==> config.mk <==
export PLATFORM = sky130hd
export DESIGN_NAME = gbdh_ctrl
export DESIGN_NICKNAME = d
export VERILOG_FILES = /design/src/hdl/gbdh_pkg.sv /design/src/hdl/gbdh_ctrl.sv
export SDC_FILE = /design/constraint.sdc
export NUM_CORES = 1
export LEC_CHECK = 0
export ABC_AREA = 1
export BUFFER_PORTS_ARGS = -buffer_cell sky130_fd_sc_hd__buf_4
export CORE_MARGIN = 4
export CORE_UTILIZATION = 40
export CTS_BUF_LIST = sky130_fd_sc_hd__clkbuf_4 sky130_fd_sc_hd__clkbuf_8 sky130_fd_sc_hd__clkbuf_16
export CTS_CLUSTER_DIAMETER = 200
export DETAILED_ROUTE_END_ITERATION = 10
export PLACE_DENSITY = 0.77
export SYNTH_ARGS = -nofsm -noshare
export SYNTH_HDL_FRONTEND = slang
export SYNTH_SLANG_ARGS = --single-unit
==> constraint.sdc <==
create_clock -name clock -period 1.1 [get_ports clock]
set_input_delay 0.275 -clock clock [delete_from_list [all_inputs] [get_ports clock]]
set_output_delay 0.275 -clock clock [all_outputs]
set_load 0.05 [all_outputs]
==> src/hdl/gbdh_pkg.sv <==
// Shared types and constants for the gyro bias, dead zone and heading core.
`default_nettype none
package gbdh_pkg;

   localparam int CSR_INDEX_W = 2;
   localparam int CSR_DATA_W  = 24;

   localparam logic [CSR_INDEX_W-1:0] CSR_CALIBRATING      = 2'd0;
   localparam logic [CSR_INDEX_W-1:0] CSR_GYRO_SCALE       = 2'd1;
   localparam logic [CSR_INDEX_W-1:0] CSR_DEAD_ZONE_FACTOR = 2'd2;

   localparam logic [15:0] DEAD_ZONE_RESET = 16'd4096;
   localparam logic signed [31:0] INT32_MAX_C = 32'sh7fff_ffff;
   localparam logic signed [31:0] INT32_MIN_C = 32'sh8000_0000;

   localparam logic FUNC_PROCESS = 1'b0;
   localparam logic FUNC_CLEAR   = 1'b1;

   typedef struct packed {
      logic              func;
      logic signed [15:0] raw_x;
      logic signed [15:0] raw_y;
      logic signed [15:0] raw_z;
      logic              accumulate;
      logic [15:0]       interval_ms;
   } req_type;

   typedef struct packed {
      logic signed [31:0] rate_x;
      logic signed [31:0] rate_y;
      logic signed [31:0] rate_z;
      logic [15:0]        heading_out;
      logic [15:0]        stat_count;
   } rsp_type;

   typedef enum logic [3:0] {
      ST_IDLE,
      ST_CLEAR,
      ST_MUL,
      ST_RATE,
      ST_DIV_INIT,
      ST_DIV,
      ST_MEAN,
      ST_LIM,
      ST_COR,
      ST_HMUL,
      ST_HEAD,
      ST_OUT
   } state_type;

   typedef struct packed {
      logic       load;
      logic       clear;
      logic       mul_rate;
      logic       set_rate;
      logic       cnt_inc;
      logic       div_start;
      logic       div_step;
      logic       mean_upd;
      logic       mul_lim;
      logic       correct;
      logic       mul_head;
      logic       head_upd;
      logic       out_load;
      logic [1:0] axis;
   } cmd_type;

   typedef struct packed {
      logic func;
      logic calibrating;
      logic count_nz;
      logic accumulate;
      logic div_last;
   } sts_type;

endpackage
`default_nettype wire

==> src/hdl/gbdh_ctrl.sv <==
// Sequencer for the per-axis scale, calibrate, correct and heading steps.
`default_nettype none
module gbdh_ctrl (
   input  wire logic            clock,
   input  wire logic            reset,
   input  wire logic            req_valid,
   output logic                 req_ready,
   output logic                 rsp_valid,
   input  wire logic            rsp_ready,
   input  wire gbdh_pkg::sts_type sts,
   output gbdh_pkg::cmd_type    cmd
);
   import gbdh_pkg::*;

   state_type  state_ff, state_in;
   logic [1:0] axis_ff, axis_in;
   logic       rsp_valid_ff, rsp_valid_in;
   logic       out_free;
   logic       last_axis;

   assign out_free  = !rsp_valid_ff || rsp_ready;
   assign last_axis = (axis_ff == 2'd2);
   assign req_ready = (state_ff == ST_IDLE);
   assign rsp_valid = rsp_valid_ff;

   always_ff @(posedge clock) begin
      if (reset) begin
         state_ff     <= ST_IDLE;
         axis_ff      <= 2'd0;
         rsp_valid_ff <= 1'b0;
      end else begin
         state_ff     <= state_in;
         axis_ff      <= axis_in;
         rsp_valid_ff <= rsp_valid_in;
      end
   end

   // next state
   always_comb begin
      state_in = state_ff;
      axis_in  = axis_ff;
      unique case (state_ff)
         ST_IDLE: begin
            axis_in = 2'd0;
            if (req_valid) state_in = ST_MUL;
         end
         ST_MUL: begin
            if (sts.func == FUNC_CLEAR) state_in = ST_CLEAR;
            else state_in = ST_RATE;
         end
         ST_CLEAR: state_in = ST_OUT;
         ST_RATE: begin
            if (sts.calibrating) state_in = ST_DIV_INIT;
            else if (sts.count_nz) state_in = ST_LIM;
            else if (!last_axis) begin
               axis_in  = axis_ff + 2'd1;
               state_in = ST_MUL;
            end else if (sts.accumulate) state_in = ST_HMUL;
            else state_in = ST_OUT;
         end
         ST_DIV_INIT: state_in = ST_DIV;
         ST_DIV: if (sts.div_last) state_in = ST_MEAN;
         ST_MEAN, ST_COR: begin
            if (!last_axis) begin
               axis_in  = axis_ff + 2'd1;
               state_in = ST_MUL;
            end else if (!sts.calibrating && sts.accumulate) state_in = ST_HMUL;
            else state_in = ST_OUT;
         end
         ST_LIM:  state_in = ST_COR;
         ST_HMUL: state_in = ST_HEAD;
         ST_HEAD: state_in = ST_OUT;
         ST_OUT:  if (out_free) state_in = ST_IDLE;
         default: state_in = ST_IDLE;
      endcase
   end

   // outputs
   always_comb begin
      cmd          = '0;
      cmd.axis     = axis_ff;
      rsp_valid_in = rsp_valid_ff && !rsp_ready;
      unique case (state_ff)
         ST_IDLE:  cmd.load = req_valid;
         ST_MUL: begin
            cmd.mul_rate = 1'b1;
            cmd.cnt_inc  = sts.calibrating && (sts.func == FUNC_PROCESS) &&
                           (axis_ff == 2'd0);
         end
         ST_CLEAR:    cmd.clear     = 1'b1;
         ST_RATE:     cmd.set_rate  = 1'b1;
         ST_DIV_INIT: cmd.div_start = 1'b1;
         ST_DIV:      cmd.div_step  = 1'b1;
         ST_MEAN:     cmd.mean_upd  = 1'b1;
         ST_LIM:      cmd.mul_lim   = 1'b1;
         ST_COR:      cmd.correct   = 1'b1;
         ST_HMUL:     cmd.mul_head  = 1'b1;
         ST_HEAD:     cmd.head_upd  = 1'b1;
         ST_OUT: begin
            if (out_free) begin
               cmd.out_load = 1'b1;
               rsp_valid_in = 1'b1;
            end
         end
         default: ;
      endcase
   end

endmodule
`default_nettype wire

==> results of run 1 <==
[metrics by stage]
step	cells	worst slack (ps)	cell area, sq um
after floorplan	106	-211	708
after global placement	156	-202	990
after detailed placement	156	-231	990
after CTS	167	-386	1250
[what timing repair did]
| item | 4_1_cts |
|---|---|
| endpoints found under the setup margin | 22 |
| setup buffers | 7 |
| pin swaps | 5 |
| gates cloned | 0 |
| gates resized for setup | 48 |
[kinds of logic after synthesis]
family / Yosys count / share of synthesized area
and+or+nand+nor: 62 / 0.463
adders and majority gates: 2 / 0.0425
DFF: 7 / 0.238
AOI/OAI and AO/OA: 10 / 0.0977
buffers and inverters: 25 / 0.159
==> reports/qor.yml, run 1 <==
floorplan:
  die_y_um: 46.4
  ios: 26
  die_w_um: 46.4
  start_util: 0.437
  rows: 13
clock_network:
  root_buffer: "clkbuf_4"
  cts_num_sinks: 7
  ctsHoldBuffers: 0
  clock_path_buffers: 2
  htree_levels: 1
  cts_buffers: 3
yosys:
  postSynthAreaPerCell_sq_um: 5.56
  synth_fp_nets: 117
  postSynth.asyncResetShare: 0
  synth_top_area_share: 0.238
  ys_types: 15
  yosys-top-cells-area: "dfxtp_1, inv_1, nand2_1, nor2_1, a21oi_1"
  yosysMostFrequentCell: "inv_1"
  synth_largest_area_cell: "dfxtp_1"
  ys_seq_elements: 7
  yosys_warnings: 0
  ys.flop_type: "dfxtp_1"
  synthCells: 106
  synth_common_cells: "inv_1, nand2_1, nor2_1, a21oi_1, dfxtp_1"
  yosysSeqAreaShare: 0.238
  syn-cell-area_sq_um: 589
  synth_edf_count: 0
sta:
  worst_endpoint: "cmd[12]"
  worstEpCategory: "primary output"
grt:
  grt_start_max_net_pins: 7
run_status:
  run_status: "aborted with a tool error"
  stop_stage: "5_1_grt"
  error: "[ERROR DPL-0038] Utilization greater than 100%, impossible to legalize"
placed_design:
  hpwl_mm: 1.52
  io_buffer_count: 25
  gp_congestion: 0.847
==> run 2: changes to the inputs <==
CORE_AREA = 4 4 65 67   (was default)
CORE_MARGIN = default   (was 4)
CORE_UTILIZATION = default   (was 40)
CTS_BUF_LIST = default   (was sky130_fd_sc_hd__clkbuf_4 sky130_fd_sc_hd__clkbuf_8 sky130_fd_sc_hd__clkbuf_16)
CTS_CLUSTER_DIAMETER = default   (was 200)
DIE_AREA = 0 0 69 71   (was default)
PLACE_DENSITY = default   (was 0.77)
PLACE_DENSITY_LB_ADDON = 0.15   (was default)
clock period = 1.4 ns   (was 1.1 ns; I/O delays follow)
==> reports/qor.yml, run 2 <==
run_status:
  run_status: "finished, violations left"
  violations: "negative setup slack"
route:
  wl_met1_um: 913
  viasPerCell: 3.97
  wl_met2_mm: 1.13
  drc: 0
  dr.pass1.iters: 4
  dr_wl_met3_um: 75
  drt_iter0_drc: 13
  ant_nets: 0
  route.vias.total: 787
  top_layer_used: "met3"
  wl_per_cell_um: 10.7
  routed_wl_mm: 2.12
sta:
  setup_total_negative_slack_ps: -1370
  timing.slew.headroom: 0.862
  skew_ps: 1.05
  tightest_slew_ps: 205
  finalHoldViolations: 0
  fin_ws_ps: -127
  final.period_utilization: 1.09
  rsz0062_at_grt: "yes"
  min_period_ps: 1530
  setup_violations: 14
  slew_violations: 0
  fmax_mhz: 655
placed_design:
  placed_cell_area_sq_um: 942  # -4.8%
  place_ws_ps: -20.0  # +211 ps
  hpwl_mm: 1.66  # +9.6%
  io_buffer_count: 25  # unchanged
  gp_congestion: 0.923  # +9.0%
finish:
  stdcell_area_sq_um: 1340
  layout-drive-gt1-share: 0.673
  largest_reg_flops: 4
  layout_common_cells: "buf_4, nand2_1, inv_1, nor2_4, buf_6"
  syn_to_final_growth_pct: 128
  diodes: 0
  final_common_cell: "buf_4"
  fin_nets: 162
  fillers: 400
  regMostFlops: "state_ff"
min_path:
  hp-class: "input pin to register"
  min_path_cells: 2
yosys:
  yosys-top-cells-area: "dfxtp_1, inv_1, nand2_1, nor2_1, a21oi_1"
  yosysSeqAreaShare: 0.238  # unchanged
  yosysMostFrequentCell: "inv_1"
  synth_top_area_share: 0.238  # unchanged
  synth_fp_nets: 117  # unchanged
  ys.flop_type: "dfxtp_1"
  synthCells: 106  # unchanged
  synth_common_cells: "inv_1, nand2_1, nor2_1, a21oi_1, dfxtp_1"
  synth_edf_count: 0  # unchanged
  syn-cell-area_sq_um: 589  # unchanged
  postSynthAreaPerCell_sq_um: 5.56  # unchanged
  synth_largest_area_cell: "dfxtp_1"
  ys_types: 15  # unchanged
  postSynth.asyncResetShare: 0  # unchanged
  ys_seq_elements: 7  # unchanged
  yosys_warnings: 0  # unchanged
floorplan:
  start_util: 0.162  # -0.274
  rows: 22  # +9
  die_y_um: 71  # +53%
  core_area_sq_um: 3630
  die_w_um: 69  # +49%
  dieArea_sq_um: 4900
  ios: 26  # unchanged
worst_setup_path:
  arrival_ps: 1180
  path_class: "register to primary output"
  start_kind: "register"
  crit_slowest_cell: "dfxtp_4"
  critPathTopFamily: "flip-flops"
  path_cells: "inv_4 > buf_6 > nor3_4 > buf_6"
  cp_max_fo: 5
  crit_buf_inv: 3
  cp_num_cells: 4
  cp-end-kind: "primary output"
  cp.required_ps: 1050
  ff2ff_path_depth: 10
  cp_common_cell: "buf_6"
  slowest_delay_ps: 410
clock_network:
  cts_num_sinks: 7  # unchanged
  clk_pin_slew_ps: 40
  insertion_delay_ps: 220
  root_buffer: "clkbuf_8"
  cts_buffers: 3  # unchanged
  cts_tree: "done"
  clock_path_buffers: 2  # unchanged
  htree_levels: 1  # unchanged
grt:
  grt_usage: 0.0868
  grt_start_max_net_pins: 7
  grt_pass1_vias: 805
  grt_pass1_wl_mm: 3.57
  gr-total-overflow: 0
  antenna_found_initial: 0
pwr:
  power.share.clock: 0.104
  power_mw: 2.67
  switching_share: 0.526
  power.internal_mw: 1.27
  powerDensity_nw_per_um2: 1990
  p_seq_frac: 0.157
  combPwrFrac: 0.739
  switching_power_mw: 1.41
  irDropWorstVdd_mv: 0.872
  p_leak_nw: 0.680
job:
  max-cap-violations: 0
## run 2: cell counts after synthesis
No cell type changed its count.
## run 2: final cells by class
type                       count  area (sq um)  share of cell area
clock buffer                   4          45.0              0.0336
inverter                      25           101              0.0756
tap                           48          60.1              0.0448
sequential                     7           158               0.118
multi-input combinational     74           557               0.415
timing repair buffer          40           420               0.313
## run 2: worst paths after layout
| check | start | to | slack (ps) |
|---|---|---|---|
| setup reg to reg | state_ff[1] | state_ff[1] | 30 |
| hold / removal | reset | state_ff[2] | 320 |
| setup / recovery | state_ff[1] | cmd[12] | -130 |
| hold reg to reg | axis_ff[0] | axis_ff[0] | 430 |
## run 2: kinds of logic (layout without fill, tap and decap cells)
family,count (synthesis),in the layout,share of synthesized area
compound gates,10,10,0.0977
simple gates,62,62,0.463
fa+ha+maj,2,2,0.0425
flops,7,7,0.238
buf+inv,25,69,0.159
## run 2: timing repair
action | CTS | global route
pin swaps | 8 | 15
hold buffers | 0 | 0
resized for setup | 65 | 32
buffers inserted | 3 | 4
endpoints found under the setup margin | 14 | 19
## run 2: metrics by stage
step	cells	utilization	hold slack, ps
floorplan	106	-	419
global route	198	0.369	328
finish	198	0.369	322
CTS	194	0.329	316
global placement	187	0.259	422
detailed placement	187	0.259	424
## run 2: power by group through the flow
stage          logic (mW)  registers [mW]  clock network (mW)
2_1_floorplan       0.936           0.396                   0
3_3_place_gp         1.48           0.336                   0
3_5_place_dp         1.47           0.337                   0
4_1_cts              1.75           0.400               0.288
5_1_grt              2.12           0.432               0.303
6_report             1.97           0.419               0.279
## run 2: per-layer routing
metal	vias up	GRT usage
li1	407	-
met1	365	0.104
met2	15	0.160
met3	0	0.0241
met4	0	0.00651
met5	-	0
(Power assumes the default switching activity.)
